**config.mk**
```make
export PLATFORM = sky130hd
export DESIGN_NAME = clipped_rotated_line_rasterizer_unit
export DESIGN_NICKNAME = d
export VERILOG_FILES = /design/src/sv/crlr_pkg.sv /design/src/sv/crlr_seq.sv /design/src/sv/crlr_dp.sv /design/src/sv/clipped_rotated_line_rasterizer_unit.sv
export SDC_FILE = /design/constraint.sdc
export NUM_CORES = 1
export LEC_CHECK = 0
export ABC_AREA = 1
export BUFFER_PORTS_ARGS = -buffer_cell sky130_fd_sc_hd__clkbuf_2
export CAP_MARGIN = 20
export CORE_MARGIN = 2
export CORE_UTILIZATION = 40
export CTS_CLUSTER_SIZE = 14
export DETAILED_ROUTE_END_ITERATION = 8
export PLACE_DENSITY = 0.54
export SYNTH_ARGS = -nofsm -noshare
export SYNTH_HDL_FRONTEND = slang
export SYNTH_HIERARCHICAL = 1
export SYNTH_SLANG_ARGS = --single-unit
```
**constraint.sdc**
```tcl
create_clock -name clk -period 7.4 [get_ports clk]
set_input_delay 1.48 -clock clk [delete_from_list [all_inputs] [get_ports clk]]
set_output_delay 1.48 -clock clk [all_outputs]
set_load 0.02 [all_outputs]
```
**src/sv/crlr_pkg.sv**
```systemverilog
// ----------------------------------------------------------------------------
// crlr_pkg
// types and constants shared by the line rasterizer sequencer and datapath
// ----------------------------------------------------------------------------
package crlr_pkg;

	localparam int COORD_W = 12;
	localparam int DELTA_W = 13;
	localparam int ERR_W   = 16;
	localparam int PIX_W   = 6;
	localparam int COLOR_W = 8;
	localparam int ROT_W   = 2;
	localparam int STEP_W  = 2;

	typedef logic [STEP_W-1:0] step_t;

	// jump conditions of the microprogram
	typedef enum logic [1:0] {
		COND_ALWAYS    = 2'd0,
		COND_NOT_START = 2'd1,
		COND_NOT_END   = 2'd2,
		COND_NEVER     = 2'd3
	} cond_t;

	// one control word of the program
	typedef struct packed {
		logic  idle;
		logic  init;
		logic  walk;
		logic  finish;
		cond_t cond;
		step_t target;
	} ctrl_t;

	// datapath status seen by the sequencer
	typedef struct packed {
		logic start;
		logic at_end;
	} status_t;

	// rotation codes
	localparam logic [ROT_W-1:0] ROT_0   = 2'd0;
	localparam logic [ROT_W-1:0] ROT_90  = 2'd1;
	localparam logic [ROT_W-1:0] ROT_180 = 2'd2;
	localparam logic [ROT_W-1:0] ROT_270 = 2'd3;

endpackage

```
**src/sv/crlr_seq.sv**
```systemverilog
// ----------------------------------------------------------------------------
// crlr_seq
// step counter and control store for the line walk
// ----------------------------------------------------------------------------
module crlr_seq (
	input  logic                clk,
	input  logic                arst_n,
	input  crlr_pkg::status_t   status,
	output crlr_pkg::ctrl_t     ctrl
);

	localparam crlr_pkg::step_t STEP_IDLE = 2'd0;
	localparam crlr_pkg::step_t STEP_INIT = 2'd1;
	localparam crlr_pkg::step_t STEP_WALK = 2'd2;
	localparam crlr_pkg::step_t STEP_FIN  = 2'd3;

	crlr_pkg::step_t pc_q;
	logic            take;

	// control store: idle, init, walk, finish, cond, target
	function automatic crlr_pkg::ctrl_t rom(input crlr_pkg::step_t pc);
		crlr_pkg::ctrl_t w;
		w = '0;
		case (pc)
			STEP_IDLE: begin
				w.idle   = 1'b1;
				w.cond   = crlr_pkg::COND_NOT_START;
				w.target = STEP_IDLE;
			end
			STEP_INIT: begin
				w.init   = 1'b1;
				w.cond   = crlr_pkg::COND_NEVER;
				w.target = STEP_IDLE;
			end
			STEP_WALK: begin
				w.walk   = 1'b1;
				w.cond   = crlr_pkg::COND_NOT_END;
				w.target = STEP_WALK;
			end
			STEP_FIN: begin
				w.finish = 1'b1;
				w.cond   = crlr_pkg::COND_ALWAYS;
				w.target = STEP_IDLE;
			end
			default: begin
				w.cond   = crlr_pkg::COND_ALWAYS;
				w.target = STEP_IDLE;
			end
		endcase
		return w;
	endfunction

	assign ctrl = rom(pc_q);

	always_comb begin
		case (ctrl.cond)
			crlr_pkg::COND_ALWAYS:    take = 1'b1;
			crlr_pkg::COND_NOT_START: take = ~status.start;
			crlr_pkg::COND_NOT_END:   take = ~status.at_end;
			crlr_pkg::COND_NEVER:     take = 1'b0;
			default:                  take = 1'b1;
		endcase
	end

	always_ff @(posedge clk or negedge arst_n) begin
		if (!arst_n) begin
			pc_q <= STEP_IDLE;
		end else if (take) begin
			pc_q <= ctrl.target;
		end else begin
			pc_q <= pc_q + crlr_pkg::step_t'(1);
		end
	end

endmodule

```
**src/sv/crlr_dp.sv**
```systemverilog
// ----------------------------------------------------------------------------
// crlr_dp
// line walk datapath: error term, clipping, rotation, one-pixel hold
// ----------------------------------------------------------------------------
module crlr_dp #(
	parameter int DISP_WIDTH  = 64,
	parameter int DISP_HEIGHT = 64
) (
	input  logic                                 clk,
	input  logic                                 arst_n,
	input  crlr_pkg::ctrl_t                      ctrl,
	input  logic                                 start,
	input  logic [crlr_pkg::ROT_W-1:0]           rotation,
	input  logic signed [crlr_pkg::COORD_W-1:0]  start_x,
	input  logic signed [crlr_pkg::COORD_W-1:0]  start_y,
	input  logic signed [crlr_pkg::COORD_W-1:0]  end_x,
	input  logic signed [crlr_pkg::COORD_W-1:0]  end_y,
	input  logic [crlr_pkg::COLOR_W-1:0]         color,
	output logic                                 at_end,
	output logic                                 result_strobe,
	output logic [crlr_pkg::PIX_W-1:0]           pixel_x,
	output logic [crlr_pkg::PIX_W-1:0]           pixel_y,
	output logic [crlr_pkg::COLOR_W-1:0]         pixel_color,
	output logic                                 visible,
	output logic                                 last
);

	localparam int CW = crlr_pkg::COORD_W;
	localparam int DW = crlr_pkg::DELTA_W;
	localparam int EW = crlr_pkg::ERR_W;
	localparam int PW = crlr_pkg::PIX_W;

	localparam logic signed [DW-1:0] LIM_W = DW'(DISP_WIDTH);
	localparam logic signed [DW-1:0] LIM_H = DW'(DISP_HEIGHT);
	localparam logic [CW-1:0]        W_M1  = CW'(DISP_WIDTH - 1);
	localparam logic [CW-1:0]        H_M1  = CW'(DISP_HEIGHT - 1);

	logic signed [CW-1:0] x_q, y_q, xe_q, ye_q;
	logic [crlr_pkg::COLOR_W-1:0] color_q;
	logic signed [DW-1:0] dx_q, dy_q;
	logic signed [EW-1:0] err_q;
	logic                 sxn_q, syn_q;
	logic                 pend_v_q;
	logic [PW-1:0]        pend_x_q, pend_y_q;

	logic signed [DW-1:0] x_w, y_w, xe_w, ye_w, ddx, ddy;
	logic signed [DW-1:0] lim_x, lim_y;
	logic signed [EW:0]   e2;
	logic signed [EW-1:0] err_n;
	logic                 step_x, step_y, on_scr;
	logic [CW-1:0]        map_x, map_y;

	assign x_w  = DW'(x_q);
	assign y_w  = DW'(y_q);
	assign xe_w = DW'(xe_q);
	assign ye_w = DW'(ye_q);
	assign ddx  = xe_w - x_w;
	assign ddy  = ye_w - y_w;

	assign at_end = (x_q == xe_q) && (y_q == ye_q);

	// logical screen swaps sides at 90 and 270 degrees
	assign lim_x  = rotation[0] ? LIM_H : LIM_W;
	assign lim_y  = rotation[0] ? LIM_W : LIM_H;
	assign on_scr = !x_q[CW-1] && !y_q[CW-1] && (x_w < lim_x) && (y_w < lim_y);

	always_comb begin
		case (rotation)
			crlr_pkg::ROT_90: begin
				map_x = W_M1 - y_q;
				map_y = x_q;
			end
			crlr_pkg::ROT_180: begin
				map_x = W_M1 - x_q;
				map_y = H_M1 - y_q;
			end
			crlr_pkg::ROT_270: begin
				map_x = y_q;
				map_y = H_M1 - x_q;
			end
			default: begin
				map_x = x_q;
				map_y = y_q;
			end
		endcase
	end

	// error term step
	assign e2     = {err_q, 1'b0};
	assign step_x = e2 >= (EW+1)'(dy_q);
	assign step_y = e2 <= (EW+1)'(dx_q);
	assign err_n  = err_q + (step_x ? EW'(dy_q) : '0) + (step_y ? EW'(dx_q) : '0);

	always_ff @(posedge clk or negedge arst_n) begin
		if (!arst_n) begin
			pend_v_q      <= 1'b0;
			result_strobe <= 1'b0;
		end else begin
			result_strobe <= 1'b0;
			if (ctrl.idle && start) begin
				pend_v_q <= 1'b0;
			end
			if (ctrl.walk && on_scr) begin
				pend_v_q <= 1'b1;
				if (pend_v_q) begin
					result_strobe <= 1'b1;
				end
			end
			if (ctrl.finish) begin
				pend_v_q      <= 1'b0;
				result_strobe <= 1'b1;
			end
		end
	end

	always_ff @(posedge clk) begin
		if (ctrl.idle && start) begin
			x_q     <= start_x;
			y_q     <= start_y;
			xe_q    <= end_x;
			ye_q    <= end_y;
			color_q <= color;
		end
		if (ctrl.init) begin
			dx_q  <= ddx[DW-1] ? -ddx : ddx;
			dy_q  <= ddy[DW-1] ? ddy : -ddy;
			sxn_q <= !(x_w < xe_w);
			syn_q <= !(y_w < ye_w);
			err_q <= EW'(ddx[DW-1] ? -ddx : ddx) + EW'(ddy[DW-1] ? ddy : -ddy);
		end
		if (ctrl.walk) begin
			if (on_scr) begin
				pend_x_q <= map_x[PW-1:0];
				pend_y_q <= map_y[PW-1:0];
				// previous pixel is known not to be the final one
				pixel_x     <= pend_x_q;
				pixel_y     <= pend_y_q;
				pixel_color <= color_q;
				visible     <= 1'b1;
				last        <= 1'b0;
			end
			if (!at_end) begin
				err_q <= err_n;
				if (step_x) begin
					x_q <= sxn_q ? x_q - CW'(1) : x_q + CW'(1);
				end
				if (step_y) begin
					y_q <= syn_q ? y_q - CW'(1) : y_q + CW'(1);
				end
			end
		end
		if (ctrl.finish) begin
			pixel_x     <= pend_v_q ? pend_x_q : '0;
			pixel_y     <= pend_v_q ? pend_y_q : '0;
			pixel_color <= pend_v_q ? color_q : '0;
			visible     <= pend_v_q;
			last        <= 1'b1;
		end
	end

endmodule

```
**src/sv/clipped_rotated_line_rasterizer_unit.sv**
```systemverilog
// ----------------------------------------------------------------------------
// clipped_rotated_line_rasterizer_unit
// bresenham line walk with screen clipping and panel rotation
// ----------------------------------------------------------------------------
//
// channel   direction  handshake                 word
// command   in         start & !busy             start_x start_y end_x end_y color
// result    out        result_strobe (no stall)  pixel_x pixel_y pixel_color visible last
// config    in         cfg_valid & cfg_ready     cfg_data (rotation)
//
// a line of n = max(|dx|,|dy|)+1 points keeps busy high from the accepting edge
// through one init step, one walk step per point and one finish step
// the walk step of the microprogram makes one bresenham step a cycle
// each pixel word leaves in the cycle after the next visible point is found;
// the final word (last set) leaves in the cycle after the finish step
// reset returns the step counter to idle and rotation to 0 degrees
// results cannot be stalled; cfg_ready is always high
//
module clipped_rotated_line_rasterizer_unit #(
	parameter int DISP_WIDTH  = 64,
	parameter int DISP_HEIGHT = 64
) (
	input  logic                                 clk,
	input  logic                                 arst_n,
	// command channel
	input  logic                                 start,
	output logic                                 busy,
	input  logic signed [crlr_pkg::COORD_W-1:0]  start_x,
	input  logic signed [crlr_pkg::COORD_W-1:0]  start_y,
	input  logic signed [crlr_pkg::COORD_W-1:0]  end_x,
	input  logic signed [crlr_pkg::COORD_W-1:0]  end_y,
	input  logic [crlr_pkg::COLOR_W-1:0]         color,
	// result channel
	output logic                                 result_strobe,
	output logic [crlr_pkg::PIX_W-1:0]           pixel_x,
	output logic [crlr_pkg::PIX_W-1:0]           pixel_y,
	output logic [crlr_pkg::COLOR_W-1:0]         pixel_color,
	output logic                                 visible,
	output logic                                 last,
	// config channel
	input  logic                                 cfg_valid,
	output logic                                 cfg_ready,
	input  logic [crlr_pkg::ROT_W-1:0]           cfg_data
);

	crlr_pkg::ctrl_t   ctrl;
	crlr_pkg::status_t status;
	logic [crlr_pkg::ROT_W-1:0] rotation_q;
	logic at_end;

	// rotation register; the user must write it only between commands, the block does not enforce it
	assign cfg_ready = 1'b1;

	always_ff @(posedge clk or negedge arst_n) begin
		if (!arst_n) begin
			rotation_q <= crlr_pkg::ROT_0;
		end else if (cfg_valid && cfg_ready) begin
			rotation_q <= cfg_data;
		end
	end

	// busy whenever the program is past its idle step
	assign busy = ~ctrl.idle;

	assign status.start  = start;
	assign status.at_end = at_end;

	crlr_seq u_seq (
		.clk    (clk),
		.arst_n (arst_n),
		.status (status),
		.ctrl   (ctrl)
	);

	crlr_dp #(
		.DISP_WIDTH  (DISP_WIDTH),
		.DISP_HEIGHT (DISP_HEIGHT)
	) u_dp (
		.clk           (clk),
		.arst_n        (arst_n),
		.ctrl          (ctrl),
		.start         (start),
		.rotation      (rotation_q),
		.start_x       (start_x),
		.start_y       (start_y),
		.end_x         (end_x),
		.end_y         (end_y),
		.color         (color),
		.at_end        (at_end),
		.result_strobe (result_strobe),
		.pixel_x       (pixel_x),
		.pixel_y       (pixel_y),
		.pixel_color   (pixel_color),
		.visible       (visible),
		.last          (last)
	);

endmodule

```
==> flow_summary.json <==
{
  "route.detailed.drc": 0,
  "design_area_um2": 12200,
  "hold_buffers": 0,
  "grt_max_degree": 49,
  "hold_class": "flop to flop",
  "initial_utilization": 0.405,
  "yosysWarnings": 6,
  "die_w_um": 168,
  "synthesis.area_um2": 10800,
  "avgViaCountPerCell": 4.95,
  "rsz0062_at_grt": "no",
  "grtUsageTotal": 0.196,
  "placed_cell_area_um2": 11600,
  "final_common_cell": "nand2_1",
  "worstPathArrival_ns": 5.04,
  "antenna_found_initial": 0,
  "clkSlewWorstSetupHoldPaths_ns": 0.07,
  "cts.repair.resized": 0,
  "clock_path_buffers": 2,
  "drt-total-wl_mm": 26.8,
  "wl_met2_mm": 11.9,
  "cts-root-buf": "clkbuf_16",
  "synthCells": 1348,
  "io-pin-count": 87,
  "status": "complete, no violations",
  "area_delta_synth_final_pct": 13.0,
  "io_buffers": 85,
  "min_period_ns": 4.66,
  "finalWorstSetupSlack_ns": 2.74,
  "hold_viol": 0,
  "place.gp.congestion": 0.880,
  "fp.coreArea_um2": 26700,
  "worst_pin_slew_ns": 0.944,
  "worst_setup_path_start_kind": "flop",
  "post-place-ws_ns": 2.80,
  "max_freq_mhz": 215,
  "ant_nets": 0,
  "crit_fanout": 12,
  "dp_hpwl_mm": 21.3,
  "cp.required_ns": 7.78,
  "grt_pass1_wl_mm": 43.9,
  "die_h_um": 168,
  "fin_crit_sh": 0.629,
  "drtIter0Drc": 538,
  "finalSetupViolCount": 0,
  "fin_util": 0.457,
  "tns_ns": 0,
  "clk-insertion-delay-late_ns": 0.44,
  "cts_tree": "built",
  "drive_gt1_frac": 0.120,
  "cts_setup_buffers": 0,
  "wl_met3_um": 812,
  "num_vias": 8856,
  "rows": 60,
  "critPathKind": "flop to flop",
  "antenna_cells": 0,
  "slew_headroom": 0.369,
  "drt-met1-wl_mm": 13.5,
  "routedWlPerCell_um": 15.0,
  "gr-total-overflow": 0,
  "top_layer_used": "met4",
  "clock_sinks": 140,
  "fin_skew_ns": 0.0204,
  "htree_levels": 4,
  "first_pass_iters": 5,
  "worstSetupEndpointType": "flop",
  "slew_viol_final": 0,
  "nNetsFinal": 1632,
  "final_cell_mix": "nand2_1 (267), inv_1 (215), nor2_1 (114), ha_1 (114), a21oi_1 (96)",
  "grt_pass1_vias": 8522,
  "drv_cap": 0,
  "cts_buffers": 17,
  "n_fill_cell": 2683,
  "synth.avg_cell_area_um2": 8.02,
  "dieArea_um2": 28400
}
==> stage by stage <==
stage                     hold slack, ns  instances
after floorplan                    0.440       1349
after global placement             0.436       1756
after detailed placement           0.435       1756
after CTS                          0.452       1788
after global routing               0.495       1788
final                              0.451       1788
==> state kept, by name, summed over array words and instances (netlist names) <==
register            count
u_dp/err_q             16
u_dp/dx_q              13
u_dp/dy_q              13
u_dp/x_q               12
u_dp/xe_q              12
u_dp/y_q               12
u_dp/ye_q              12
u_dp/color_q            8
u_dp/pixel_color        8
u_dp/pend_x_q           6
u_dp/pend_y_q           6
u_dp/pixel_x            6
u_dp/pixel_y            6
rotation_q              2
u_seq/pc_q              2
u_dp/last               1
u_dp/pend_v_q           1
u_dp/result_strobe      1
u_dp/sxn_q              1
u_dp/syn_q              1
u_dp/visible            1
==> path summary, 6_finish.rpt <==
| path | startpoint | to | slack, ns | depth (start not counted) |
|---|---|---|---|---|
| worst max-delay path | u_dp/dy_q[12] | u_dp/err_q[12] | 2.74 | 23 |
| worst min-delay path | u_dp/last | u_dp/last | 0.45 | 2 |
| worst max register to register | u_dp/dy_q[12] | u_dp/err_q[12] | 2.74 | 23 |
| worst min register to register | u_dp/last | u_dp/last | 0.45 | 2 |
| max in group asynchronous | arst_n | u_dp/result_strobe | 6.36 | 1 |
| min in group asynchronous | arst_n | rotation_q[1] | 0.87 | 1 |
==> layer usage <==
| metal | GRT usage | vias to the layer above |
|---|---|---|
| met3 | 0.0254 | 27 |
| met2 | 0.317 | 164 |
| li1 | - | 4654 |
| met4 | 0.0555 | 0 |
| met5 | 0 | - |
| met1 | 0.277 | 4011 |
==> final cells by class <==
cell class / instances / area [um2] / area share
Sequential cell: 140 / 3760 / 0.308
Multi-Input combinational cell: 961 / 6110 / 0.500
Clock inverter: 15 / 191 / 0.0157
Timing Repair Buffer: 90 / 463 / 0.0379
Inverter: 224 / 841 / 0.0688
Tap cell: 341 / 427 / 0.0349
Clock buffer: 17 / 425 / 0.0348
==> critical path: stages, from the launching register on <==
cell and delay (ns):
edfxtp_1 0.42, inv_1 0.18, ha_1 0.30, nand2_1 0.11, inv_1 0.04, nand2_1 0.05
nand2_1 0.04, a21oi_1 0.17, nand3_1 0.10, nand2_1 0.08, nand2_2 0.08, inv_1 0.34
nor2_1 0.12, fa_1 0.48, ha_1 0.37, a21oi_1 0.17, nand2_1 0.09, a21boi_0 0.48
o21ai_0 0.24, a21boi_0 0.29, o21ai_0 0.17, a21oi_1 0.14, o21ai_0 0.10, nand2_1 0.07
Power is left out: the tool's default activity adds up to more than one toggle a clock period on the data nets, which glitch-free logic cannot reach.
